File: src/design/ehdt_pkg.sv
package ehdt_pkg;

  localparam int TableDepth = 16;
  localparam int IdBits     = 16;
  localparam int EventBits  = 16;
  localparam int MaxResults = 16;

  // field widths fixed by the port list
  localparam int CmdW    = 3;
  localparam int IdFieldW  = 16;
  localparam int EvFieldW  = 16;
  localparam int StatW   = 8;
  localparam int IdxW    = 4;
  localparam int KindW   = 2;

  // stored widths after masking
  localparam int IdW  = (IdBits < IdFieldW) ? IdBits : IdFieldW;
  localparam int EvW  = (EventBits < EvFieldW) ? EventBits : EvFieldW;
  localparam int KeyW = IdW + EvW;

  localparam int AddrBits = (TableDepth > 1) ? $clog2(TableDepth) : 1;
  localparam int CntBits  = $clog2(TableDepth + 1);
  localparam int CmpW     = (CntBits > IdxW) ? CntBits : IdxW;
  localparam int NBits    = $clog2(MaxResults + 1);

  typedef enum logic [CmdW-1:0] {
    CMD_CLEAR    = 3'd0,
    CMD_REGISTER = 3'd1,
    CMD_ENABLE   = 3'd2,
    CMD_DISABLE  = 3'd3,
    CMD_STATUS   = 3'd4,
    CMD_DISPATCH = 3'd5
  } cmd_t;

  typedef enum logic [KindW-1:0] {
    KIND_ACK      = 2'd0,
    KIND_REG      = 2'd1,
    KIND_STATUS   = 2'd2,
    KIND_DISPATCH = 2'd3
  } kind_t;

  localparam logic [StatW-1:0] StatEnabled = 8'd1;

  // table address to the 4-bit result index, masked
  function automatic logic [IdxW-1:0] to_idx(input logic [AddrBits-1:0] a);
    logic [AddrBits+IdxW-1:0] t;
    t = {{IdxW{1'b0}}, a};
    return t[IdxW-1:0];
  endfunction

endpackage

File: src/design/ehdt_if.sv
interface ehdt_in_if;
  import ehdt_pkg::*;

  logic                valid;
  logic                ready;
  logic [CmdW-1:0]     command;
  logic [IdFieldW-1:0] handler_id;
  logic [EvFieldW-1:0] event_kind;
  logic [StatW-1:0]    initial_status;
  logic [IdxW-1:0]     entry_index;
  logic                broadcast;

  modport source (output valid, command, handler_id, event_kind, initial_status,
                  entry_index, broadcast, input ready);
  modport sink (input valid, command, handler_id, event_kind, initial_status,
                entry_index, broadcast, output ready);
endinterface

interface ehdt_out_if;
  import ehdt_pkg::*;

  logic             valid;
  logic             ready;
  logic [KindW-1:0] result_kind;
  logic             success;
  logic [IdxW-1:0]  result_index;
  logic [StatW-1:0] status_value;
  logic             last;

  modport source (output valid, result_kind, success, result_index, status_value, last,
                  input ready);
  modport sink (input valid, result_kind, success, result_index, status_value, last,
                output ready);
endinterface

File: src/design/event_handler_dispatch_table.sv
// Event handler dispatch table.
// in_if  : one command word per handshake (clear, register, enable, disable,
//          status query, dispatch). Accepted only while the sequencer is idle.
// out_if : result words. Every command gives one word with last set, except a
//          dispatch: one word per enabled match (first only, or up to 16 with
//          broadcast; last on the final one) or a single no-match word.
// Clear, enable, disable, status and unused codes go from accept straight to
// the result state. Register with a nonzero id and dispatch walk the filled
// entries through the table memories, one entry per cycle unless a second
// dispatch hit is waiting for the output; register and first-match dispatch
// stop at the first hit.
// The entries live in two synchronous memories (id/type, status) with
// registered read data; entries at or above the fill count are never read.
// Reset empties the table (fill count to zero) and drops any pending result.
// A stalled receiver holds the output register; the walk pauses when a second
// dispatch hit has no place to go. A new command is taken once the current one
// has loaded its last word into the output register, and not before.
module event_handler_dispatch_table (
  input logic    clk,
  input logic    rst_n,
  ehdt_in_if.sink    in_if,
  ehdt_out_if.source out_if
);
  import ehdt_pkg::*;

  typedef enum logic [1:0] {ST_IDLE, ST_WALK, ST_FIN} state_t;

  logic [KeyW-1:0]  key_mem  [TableDepth];
  logic [StatW-1:0] stat_mem [TableDepth];

  state_t state_r, state_nxt;
  logic [CmdW-1:0]     cmd_r, cmd_nxt;
  logic [IdW-1:0]      id_r, id_nxt;
  logic [EvW-1:0]      ev_r, ev_nxt;
  logic [StatW-1:0]    init_r, init_nxt;
  logic                bcast_r, bcast_nxt;
  logic                ok_r, ok_nxt;
  logic [CntBits-1:0]  count_r, count_nxt;
  logic [CntBits-1:0]  raddr_r, raddr_nxt;
  logic                chk_v_r, chk_v_nxt;
  logic [AddrBits-1:0] chk_idx_r, chk_idx_nxt;
  logic                pend_v_r, pend_v_nxt;
  logic [AddrBits-1:0] pend_idx_r, pend_idx_nxt;
  logic [NBits-1:0]    n_r, n_nxt;

  logic             out_v_r;
  logic [KindW-1:0] out_kind_r;
  logic             out_ok_r;
  logic [IdxW-1:0]  out_idx_r;
  logic [StatW-1:0] out_stat_r;
  logic             out_last_r;

  logic [KeyW-1:0]  key_rd_r;
  logic [StatW-1:0] stat_rd_r;

  logic                ren, key_we, stat_we;
  logic [AddrBits-1:0] rd_addr, wr_addr;
  logic [StatW-1:0]    stat_wdata;

  logic             emit;
  logic [KindW-1:0] e_kind;
  logic             e_ok;
  logic [IdxW-1:0]  e_idx;
  logic [StatW-1:0] e_stat;
  logic             e_last;

  logic                out_free, in_acc, hit, stop, full;
  logic [IdW-1:0]      in_id_m;
  logic [EvW-1:0]      in_ev_m;
  logic [CmpW-1:0]     in_idx_w, count_w;
  logic                in_range;
  logic [AddrBits-1:0] in_addr, count_addr;

  assign out_free   = !out_v_r || out_if.ready;
  assign in_if.ready = (state_r == ST_IDLE);
  assign in_acc     = in_if.valid && (state_r == ST_IDLE);

  assign in_id_m    = in_if.handler_id[IdW-1:0];
  assign in_ev_m    = in_if.event_kind[EvW-1:0];
  assign in_idx_w   = CmpW'(in_if.entry_index);
  assign count_w    = CmpW'(count_r);
  assign in_range   = in_idx_w < count_w;
  assign in_addr    = in_idx_w[AddrBits-1:0];
  assign count_addr = count_r[AddrBits-1:0];
  assign full       = (count_r == CntBits'(TableDepth));

  always_comb begin
    if (cmd_r == CMD_REGISTER) begin
      hit = chk_v_r && (key_rd_r == {id_r, ev_r});
    end else begin
      hit = chk_v_r && (stat_rd_r == StatEnabled) && (key_rd_r[EvW-1:0] == ev_r);
    end
  end

  always_comb begin
    state_nxt    = state_r;
    cmd_nxt      = cmd_r;
    id_nxt       = id_r;
    ev_nxt       = ev_r;
    init_nxt     = init_r;
    bcast_nxt    = bcast_r;
    ok_nxt       = ok_r;
    count_nxt    = count_r;
    raddr_nxt    = raddr_r;
    chk_v_nxt    = chk_v_r;
    chk_idx_nxt  = chk_idx_r;
    pend_v_nxt   = pend_v_r;
    pend_idx_nxt = pend_idx_r;
    n_nxt        = n_r;
    ren          = 1'b0;
    rd_addr      = '0;
    key_we       = 1'b0;
    stat_we      = 1'b0;
    wr_addr      = '0;
    stat_wdata   = '0;
    emit         = 1'b0;
    e_kind       = KIND_ACK;
    e_ok         = 1'b0;
    e_idx        = '0;
    e_stat       = '0;
    e_last       = 1'b1;
    stop         = 1'b0;

    case (state_r)
      ST_IDLE: begin
        if (in_acc) begin
          cmd_nxt    = in_if.command;
          id_nxt     = in_id_m;
          ev_nxt     = in_ev_m;
          init_nxt   = in_if.initial_status;
          bcast_nxt  = in_if.broadcast;
          ok_nxt     = in_range;
          raddr_nxt  = '0;
          chk_v_nxt  = 1'b0;
          pend_v_nxt = 1'b0;
          n_nxt      = '0;
          state_nxt  = ST_FIN;
          case (in_if.command)
            CMD_CLEAR: count_nxt = '0;
            CMD_REGISTER: begin
              if (in_id_m != '0) state_nxt = ST_WALK;
            end
            CMD_ENABLE, CMD_DISABLE: begin
              if (in_range) begin
                stat_we    = 1'b1;
                wr_addr    = in_addr;
                stat_wdata = (in_if.command == CMD_ENABLE) ? StatEnabled : '0;
              end
            end
            CMD_STATUS: begin
              if (in_range) begin
                ren     = 1'b1;
                rd_addr = in_addr;
              end
            end
            CMD_DISPATCH: state_nxt = ST_WALK;
            default: ;
          endcase
        end
      end

      ST_WALK: begin
        // a second hit waits until the held one can go out
        if (!(hit && pend_v_r && !out_free)) begin
          if (hit) begin
            if (pend_v_r) begin
              emit   = 1'b1;
              e_kind = KIND_DISPATCH;
              e_ok   = 1'b1;
              e_idx  = to_idx(pend_idx_r);
              e_last = 1'b0;
            end
            pend_v_nxt   = 1'b1;
            pend_idx_nxt = chk_idx_r;
            n_nxt        = n_r + 1'b1;
            stop = (cmd_r == CMD_REGISTER) || !bcast_r ||
                   (n_r == NBits'(MaxResults - 1));
          end
          if (stop) begin
            chk_v_nxt = 1'b0;
            state_nxt = ST_FIN;
          end else if (raddr_r < count_r) begin
            ren         = 1'b1;
            rd_addr     = raddr_r[AddrBits-1:0];
            raddr_nxt   = raddr_r + 1'b1;
            chk_v_nxt   = 1'b1;
            chk_idx_nxt = raddr_r[AddrBits-1:0];
          end else begin
            chk_v_nxt = 1'b0;
            state_nxt = ST_FIN;
          end
        end
      end

      ST_FIN: begin
        if (out_free) begin
          emit      = 1'b1;
          state_nxt = ST_IDLE;
          case (cmd_r)
            CMD_CLEAR: begin
              e_kind = KIND_ACK;
              e_ok   = 1'b1;
            end
            CMD_REGISTER: begin
              e_kind = KIND_REG;
              if (id_r == '0) begin
                e_ok = 1'b0;
              end else if (pend_v_r) begin
                e_ok  = 1'b1;
                e_idx = to_idx(pend_idx_r);
              end else if (full) begin
                e_ok = 1'b0;
              end else begin
                key_we     = 1'b1;
                stat_we    = 1'b1;
                wr_addr    = count_addr;
                stat_wdata = init_r;
                count_nxt  = count_r + 1'b1;
                e_ok       = 1'b1;
                e_idx      = to_idx(count_addr);
              end
            end
            CMD_ENABLE, CMD_DISABLE: begin
              e_kind = KIND_ACK;
              e_ok   = ok_r;
            end
            CMD_STATUS: begin
              e_kind = KIND_STATUS;
              e_ok   = ok_r;
              e_stat = ok_r ? stat_rd_r : '0;
            end
            CMD_DISPATCH: begin
              e_kind = KIND_DISPATCH;
              e_ok   = pend_v_r;
              e_idx  = pend_v_r ? to_idx(pend_idx_r) : '0;
            end
            default: begin
              e_kind = KIND_ACK;
              e_ok   = 1'b0;
            end
          endcase
        end
      end

      default: state_nxt = ST_IDLE;
    endcase
  end

  always_ff @(posedge clk) begin
    if (!rst_n) begin
      state_r  <= ST_IDLE;
      count_r  <= '0;
      chk_v_r  <= 1'b0;
      pend_v_r <= 1'b0;
      out_v_r  <= 1'b0;
    end else begin
      state_r  <= state_nxt;
      count_r  <= count_nxt;
      chk_v_r  <= chk_v_nxt;
      pend_v_r <= pend_v_nxt;
      if (emit) begin
        out_v_r    <= 1'b1;
        out_kind_r <= e_kind;
        out_ok_r   <= e_ok;
        out_idx_r  <= e_idx;
        out_stat_r <= e_stat;
        out_last_r <= e_last;
      end else if (out_if.ready) begin
        out_v_r <= 1'b0;
      end
    end
  end

  always_ff @(posedge clk) begin
    cmd_r      <= cmd_nxt;
    id_r       <= id_nxt;
    ev_r       <= ev_nxt;
    init_r     <= init_nxt;
    bcast_r    <= bcast_nxt;
    ok_r       <= ok_nxt;
    raddr_r    <= raddr_nxt;
    chk_idx_r  <= chk_idx_nxt;
    pend_idx_r <= pend_idx_nxt;
    n_r        <= n_nxt;
  end

  // table memories: one write and one read port, registered read data
  always_ff @(posedge clk) begin
    if (key_we) key_mem[wr_addr] <= {id_r, ev_r};
    if (stat_we) stat_mem[wr_addr] <= stat_wdata;
    if (ren) begin
      key_rd_r  <= key_mem[rd_addr];
      stat_rd_r <= stat_mem[rd_addr];
    end
  end

  assign out_if.valid        = out_v_r;
  assign out_if.result_kind  = out_kind_r;
  assign out_if.success      = out_ok_r;
  assign out_if.result_index = out_idx_r;
  assign out_if.status_value = out_stat_r;
  assign out_if.last         = out_last_r;

endmodule

File: src/flat_wrapper.sv
// flat-port wrapper written by rule: the top's interface ports become plain ports
module event_handler_dispatch_table_flat import ehdt_pkg::*;
  (clk, rst_n, in_if_valid, in_if_command, in_if_handler_id, in_if_event_kind, in_if_initial_status, in_if_entry_index, in_if_broadcast, in_if_ready, out_if_valid, out_if_result_kind, out_if_success, out_if_result_index, out_if_status_value, out_if_last, out_if_ready);
  ehdt_in_if in_if_i ();
  ehdt_out_if out_if_i ();
  input logic clk;
  input logic rst_n;
  input wire logic [$bits(in_if_i.valid)-1:0] in_if_valid;
  input wire logic [$bits(in_if_i.command)-1:0] in_if_command;
  input wire logic [$bits(in_if_i.handler_id)-1:0] in_if_handler_id;
  input wire logic [$bits(in_if_i.event_kind)-1:0] in_if_event_kind;
  input wire logic [$bits(in_if_i.initial_status)-1:0] in_if_initial_status;
  input wire logic [$bits(in_if_i.entry_index)-1:0] in_if_entry_index;
  input wire logic [$bits(in_if_i.broadcast)-1:0] in_if_broadcast;
  output wire logic [$bits(in_if_i.ready)-1:0] in_if_ready;
  output wire logic [$bits(out_if_i.valid)-1:0] out_if_valid;
  output wire logic [$bits(out_if_i.result_kind)-1:0] out_if_result_kind;
  output wire logic [$bits(out_if_i.success)-1:0] out_if_success;
  output wire logic [$bits(out_if_i.result_index)-1:0] out_if_result_index;
  output wire logic [$bits(out_if_i.status_value)-1:0] out_if_status_value;
  output wire logic [$bits(out_if_i.last)-1:0] out_if_last;
  input wire logic [$bits(out_if_i.ready)-1:0] out_if_ready;
  assign in_if_i.valid = in_if_valid;
  assign in_if_i.command = in_if_command;
  assign in_if_i.handler_id = in_if_handler_id;
  assign in_if_i.event_kind = in_if_event_kind;
  assign in_if_i.initial_status = in_if_initial_status;
  assign in_if_i.entry_index = in_if_entry_index;
  assign in_if_i.broadcast = in_if_broadcast;
  assign in_if_ready = in_if_i.ready;
  assign out_if_valid = out_if_i.valid;
  assign out_if_result_kind = out_if_i.result_kind;
  assign out_if_success = out_if_i.success;
  assign out_if_result_index = out_if_i.result_index;
  assign out_if_status_value = out_if_i.status_value;
  assign out_if_last = out_if_i.last;
  assign out_if_i.ready = out_if_ready;
  event_handler_dispatch_table u_core (.clk(clk), .rst_n(rst_n), .in_if(in_if_i), .out_if(out_if_i));
endmodule
File: config.mk
export PLATFORM = sky130hd
export DESIGN_NAME = event_handler_dispatch_table_flat
export DESIGN_NICKNAME = d
export VERILOG_FILES = /design/src/design/ehdt_pkg.sv /design/src/design/ehdt_if.sv /design/src/design/event_handler_dispatch_table.sv /design/src/flat_wrapper.sv
export SDC_FILE = /design/constraint.sdc
export NUM_CORES = 1
export LEC_CHECK = 0
export BUFFER_PORTS_ARGS = -buffer_cell sky130_fd_sc_hd__buf_2
export CORE_MARGIN = 8
export CORE_UTILIZATION = 35
export DETAILED_ROUTE_END_ITERATION = 7
export GPL_ROUTABILITY_DRIVEN = 0
export HOLD_SLACK_MARGIN = 0.15
export PLACE_DENSITY = 0.57
export SKIP_LAST_GASP = 1
export SYNTH_ARGS = -nofsm -noshare
export SYNTH_HDL_FRONTEND = slang
export SYNTH_SLANG_ARGS = --single-unit
File: constraint.sdc
create_clock -name clk -period 5.1 [get_ports clk]
set_input_delay 0.51 -clock clk [delete_from_list [all_inputs] [get_ports clk]]
set_output_delay 0.51 -clock clk [all_outputs]
set_load 0.05 [all_outputs]
Yosys cells after proc, flatten, opt, wreduce, memory -nomap -nowiden
Memory sizes are Yosys's and may differ from the RTL's. A register that Yosys moved wholly into a read port is not among the register bits.
Index checks and enable logic that the tools add are counted.
Cells by class
  bitwise operators: 4
  add/subtract/negate cells: 3
  divide/modulo/power cells: 0
  reduce and logical (&&, ||, !) cells: 33
  shift-type cells: 0
  equal/unequal tests: 29
  muxes and demuxes: 106
  magnitude comparators: 2
  $mul: 0
Operators with widths (count)
  $mux W4: 19
  $mux W5: 13
  $mux W8: 8
  $mux W1: 37
  $eq A32 B32 Y1: 1
  $pmux W4 S2: 4
  $pmux W5 S2: 3
  $mux W2: 10
  $eq A16 B16 Y1: 1
  $logic_not A16 Y1: 1
  $pmux W8 S2: 1
  $reduce_and A4 Y1: 4
  $reduce_bool A16 Y1: 1
  $add A5 B1 Y5 const B: 3
  $eq A3 B2 Y1 const B: 4
  $eq A3 B3 Y1 const B: 4
  $ne A2 B1 Y1 const B: 6
  $pmux W1 S2: 6
  $pmux W2 S3: 2
  $ne A2 B2 Y1 const B: 5
  $eq A8 B1 Y1 const B: 1
  $pmux W2 S2: 2
  $reduce_and A8 Y1: 1
  $eq A3 B1 Y1 const B: 2
  20 further kinds: 38
Storage, ports and cells
  memory bits (writable): 640
  memories: 2
  register bits: 89
  bits in latches: 0
  logic and storage cells: 199
  bits of input ports: 52
  ROM bits: 0
Memories
  u_core.key_mem: words 16, bits a word 32, read ports 1, clocked after Yosys merged registers in 1, write ports 1, RTL line event_handler_dispatch_table.sv:28  | logic [KeyW-1:0] key_mem [TableDepth];
  u_core.stat_mem: words 16, bits a word 8, read ports 1, clocked after Yosys merged registers in 1, write ports 1, RTL line event_handler_dispatch_table.sv:29  | logic [StatW-1:0] stat_mem [TableDepth];

Depth between registers and ports, before layout
  depth after elaboration: 11
  mapped depth: 15
  mapped depth without buffers: 12

Least setup slack after synthesis
OpenSTA, ideal clock, no wires.
  path kind: register -> register
  start: register u_core.cmd_r[1]
  end: memory u_core.key_mem[13][0] (netlist bit), enable pin
  library setup time: 0.421 ns
  arrival: 3.824 ns
  setup slack: 0.855 ns
  cell stages (with the launch flop): 9
  path buffers: 0
  cell sequence: edfxtp_1 -> nor3b_4 -> o311ai_0 -> nor3_1 -> and2_1 -> a21oi_1 -> o311a_1 -> nand2b_1 -> nor2_1
Between the ends
  word-level cells in the longest chain between the ends: 6
  elaborated cells between the ends (all ways): 9
RTL lines
  start: declaration: RTL line event_handler_dispatch_table.sv:32  | logic [CmdW-1:0] cmd_r, cmd_nxt;
  start signal: assignment: RTL line event_handler_dispatch_table.sv:275  | cmd_r <= cmd_nxt;
  $eq A3 B1 Y1 (*): RTL line event_handler_dispatch_table.sv:199  | case (cmd_r)
  $mux W1: RTL line event_handler_dispatch_table.sv:199
  $mux W1: RTL line event_handler_dispatch_table.sv:196  | if (out_free) begin
  $mux W1: RTL line event_handler_dispatch_table.sv:124  | case (state_r)
  $mux W1: RTL line event_handler_dispatch_table.sv:289  | if (key_we) key_mem[wr_addr] <= {id_r, ev_r};
  $mux W1 (not written as such): RTL line event_handler_dispatch_table.sv:289
  end: declaration: RTL line event_handler_dispatch_table.sv:28
Mark *: on every way between the ends. The rest lies on a longest branch, timed or not.

Worst setup path in the final report
  start: register u_core.id_r[11]
  end: memory u_core.key_mem[1][26] (netlist bit), enable pin
Between the ends
  word-level cells in the longest chain between the ends: 7
  elaborated cells between the ends (all ways): 11
RTL lines
  start: declaration: RTL line event_handler_dispatch_table.sv:33  | logic [IdW-1:0] id_r, id_nxt;
  start signal: assignment: RTL line event_handler_dispatch_table.sv:276  | id_r <= id_nxt;
  $logic_not A16 Y1 (*): RTL line event_handler_dispatch_table.sv:206  | if (id_r == '0) begin
  $mux W1: RTL line event_handler_dispatch_table.sv:206
  $mux W1: RTL line event_handler_dispatch_table.sv:199
  $mux W1: RTL line event_handler_dispatch_table.sv:196
  $mux W1: RTL line event_handler_dispatch_table.sv:124
  $mux W1: RTL line event_handler_dispatch_table.sv:289
  $mux W1 (not written as such): RTL line event_handler_dispatch_table.sv:289
Marked as above.

==> results.cfg <==
[critical_path]
cp_slowest_cell = edfxtp_1
crit_type = reg -> reg
worstPathRequired_ns = 5.36
crit_start = u_core.id_r[11]$_DFFE_PP_
critPathCaptureType = flop
path_delay_family = simple AND/OR/NAND/NOR gates
crit_buf_inv = 2
path_max_fanout = 22
timing.rr.start = u_core.id_r[11]$_DFFE_PP_
path_cells = nor4_1 > nand4_1 > o311ai_0 > nor3_2 > buf_4 > or3_1 > o311a_1 > nand2b_1 > nor2_4 > buf_4
max_stage_delay_ns = 0.64
cp-start-kind = flop
crit_top_cell = buf_4
cp_data_arrival_time_ns = 4.83

[synth]
syn_nets = 2071
synthArstFlopShare_pct = 0
synth_common_cells = edfxtp_1 (759), nand2_1 (298), mux2i_1 (121), nor2_1 (99), a21oi_1 (97)
yosysMostFrequentCell = edfxtp_1
yosysSeqAreaShare_pct = 75.4
yosys_warnings = 0
netlist.area_leader.share_pct = 74.7
yosysTopAreaCell = edfxtp_1
syn_inst = 2004
synth_edf_count = 759
syn_area_mm2 = 0.0305
synth-main-ff-cell = edfxtp_1
synth_area_leaders = edfxtp_1 (75%), mux2i_1 (4.0%), nand2_1 (3.7%)
ys_ff_latch = 769
ys_types = 70
avgSynthCellArea_um2 = 15.2

[place]
portBuffers = 69
pre_cts_ws_ns = 0.518
post-dp-hpwl_um = 44200
postPlaceCellArea_mm2 = 0.0328

[drt]
via_per_inst = 5.29
ant_nets = 0
wl_per_cell_um = 23.1
drc = 0
drt-total-wl_um = 77800
drt_pass1_iterations = 5
vias = 17817
drtIter0Drc = 1615

[clock_network]
cts_buffers = 78
cts-hold-fix-buffers = 37
insertion_delay_ns = 0.63
clockBufferDepth = 3
post-cts-setup-buffers = 0
cts-htree-levels = 3
cts_sinks = 769
cts_resized = 0
cts.clk_slew.worst_paths_ns = 0.06
ctsRootBufferMaster = clkbuf_16
cts_tree = yes

[grt]
grt_pass1_wl_um = 116000
grt-ovfl-total = 0
grt_pass1_vias = 17858
grt_use_total_pct = 15.6
antenna_found_initial = 0
grt_max_degree = 85

[timing]
finalMaxSlewViolations = 0
setup_viol = 0
period_needed_ns = 4.57
tightest_slew_ns = 1.07
hold_viol = 0
rsz0062_at_grt = false
fin_ws_ns = 0.530
tns_ns = 0
fin_skew_ns = 0.0433
timing.fmax_mhz = 219
relSlewSlack_pct = 28.7
finalCritPeriodShare_pct = 89.6

[die]
io_pins = 70
dieArea_mm2 = 0.0969
fp.dieW_um = 311
core_mm2 = 0.0866
rows = 108
fp.dieH_um = 311
initial_core_util_pct = 35.2

[status]
status = finished clean

[power]
power_density_mw_per_mm2 = 372
irDropWorstVdd_v = 0.000221
p_leak_nw = 11.4

[final_layout]
fin_area_mm2 = 0.0355
syn_to_final_growth_pct = 16.5
antenna_cells = 0
final_nets = 2219
drive_above_1_share_pct = 13.1

[hold_path]
worstHoldStart = in_if_handler_id[12]
hp-class = in -> reg

[job]
max-cap-violations = 0
[final timing paths]
check / slack (ns) / end / cells past startpoint
worst max register to register: 0.53 / u_core.key_mem[1][26]$_DFFE_PP_ / 10
worst max-delay path: 0.53 / u_core.key_mem[1][26]$_DFFE_PP_ / 10
worst min-delay path: 0.20 / u_core.id_r[12]$_DFFE_PP_ / 1
worst min register to register: 0.43 / u_core.pend_idx_r[1]$_DFFE_PP_ / 0
[power by group]
part           internal [W]  leakage, nW  switching [W]
Sequential          0.00708         7.18      0.0000961
Combinational      0.000212         3.02       0.000406
Clock               0.00300         1.17        0.00242
Total                0.0103         11.4        0.00292
[state kept, by name, summed over array words and instances, names as in the netlist, 5 cells and up]
signal / count
u_core.init_r: 8
u_core.stat_rd_r: 8
u_core.raddr_r: 5
u_core.ev_r: 16
u_core.id_r: 16
u_core.stat_mem: 128
u_core.count_r: 5
u_core.out_if.status_value: 8
u_core.key_rd_r: 32
u_core.n_r: 5
u_core.key_mem: 512
[cells by family after synthesis]
kind of cell | share of synthesized area, %
and+or+nand+nor | 7.80
AOI/OAI and AO/OA | 9.21
DFF | 75.4
muxes | 3.97
xor gates and xnor gates | 1.15
buffers and inverters | 1.87
adders and majority gates | 0.615
[layout by cell type, fill, tap and decap left out, types with 48 or more instances in the layout]
master / n
a21oi_1: 97
buf_4: 54
buf_2: 69
nand2_1: 295
clkbuf_16: 80
edfxtp_1: 759
mux2i_1: 121
nor2_1: 81
nand3_1: 50
o21ai_0: 48
[per-stage QoR]
| step | instances | power, W | utilization [%] | hold WS [ns] |
|---|---|---|---|---|
| 2_1_floorplan | 2004 | 0.00763 | - | 0.400 |
| 3_3_place_gp | 3190 | 0.00788 | 37.8 | 0.409 |
| 3_5_place_dp | 3190 | 0.00790 | 37.8 | 0.410 |
| 4_1_cts | 3370 | 0.0133 | 41.0 | 0.152 |
| 5_1_grt | 3370 | 0.0136 | 41.0 | 0.157 |
| 6_report | 3370 | 0.0132 | 41.0 | 0.205 |
[layout make-up]
class / instances / area [um2]
well taps: 1155 / 1450
flip-flops and latches: 769 / 23000
inverters: 16 / 60.1
fillers: 7792 / 51100
clock buffers: 95 / 2060
repair buffers: 179 / 1500
multi-input cells: 1108 / 7150
clock inverters: 48 / 342
[per-layer routing]
layer  vias to the layer above  routed length [um]  GRT usage (%)
li1                       8043                   -              -
met1                      9030               34900           21.9
met2                       641               35800           24.7
met3                       103                5440           3.14
met4                         0                1720           4.30
met5                         -                   0              0
(Power assumes the default switching activity.)
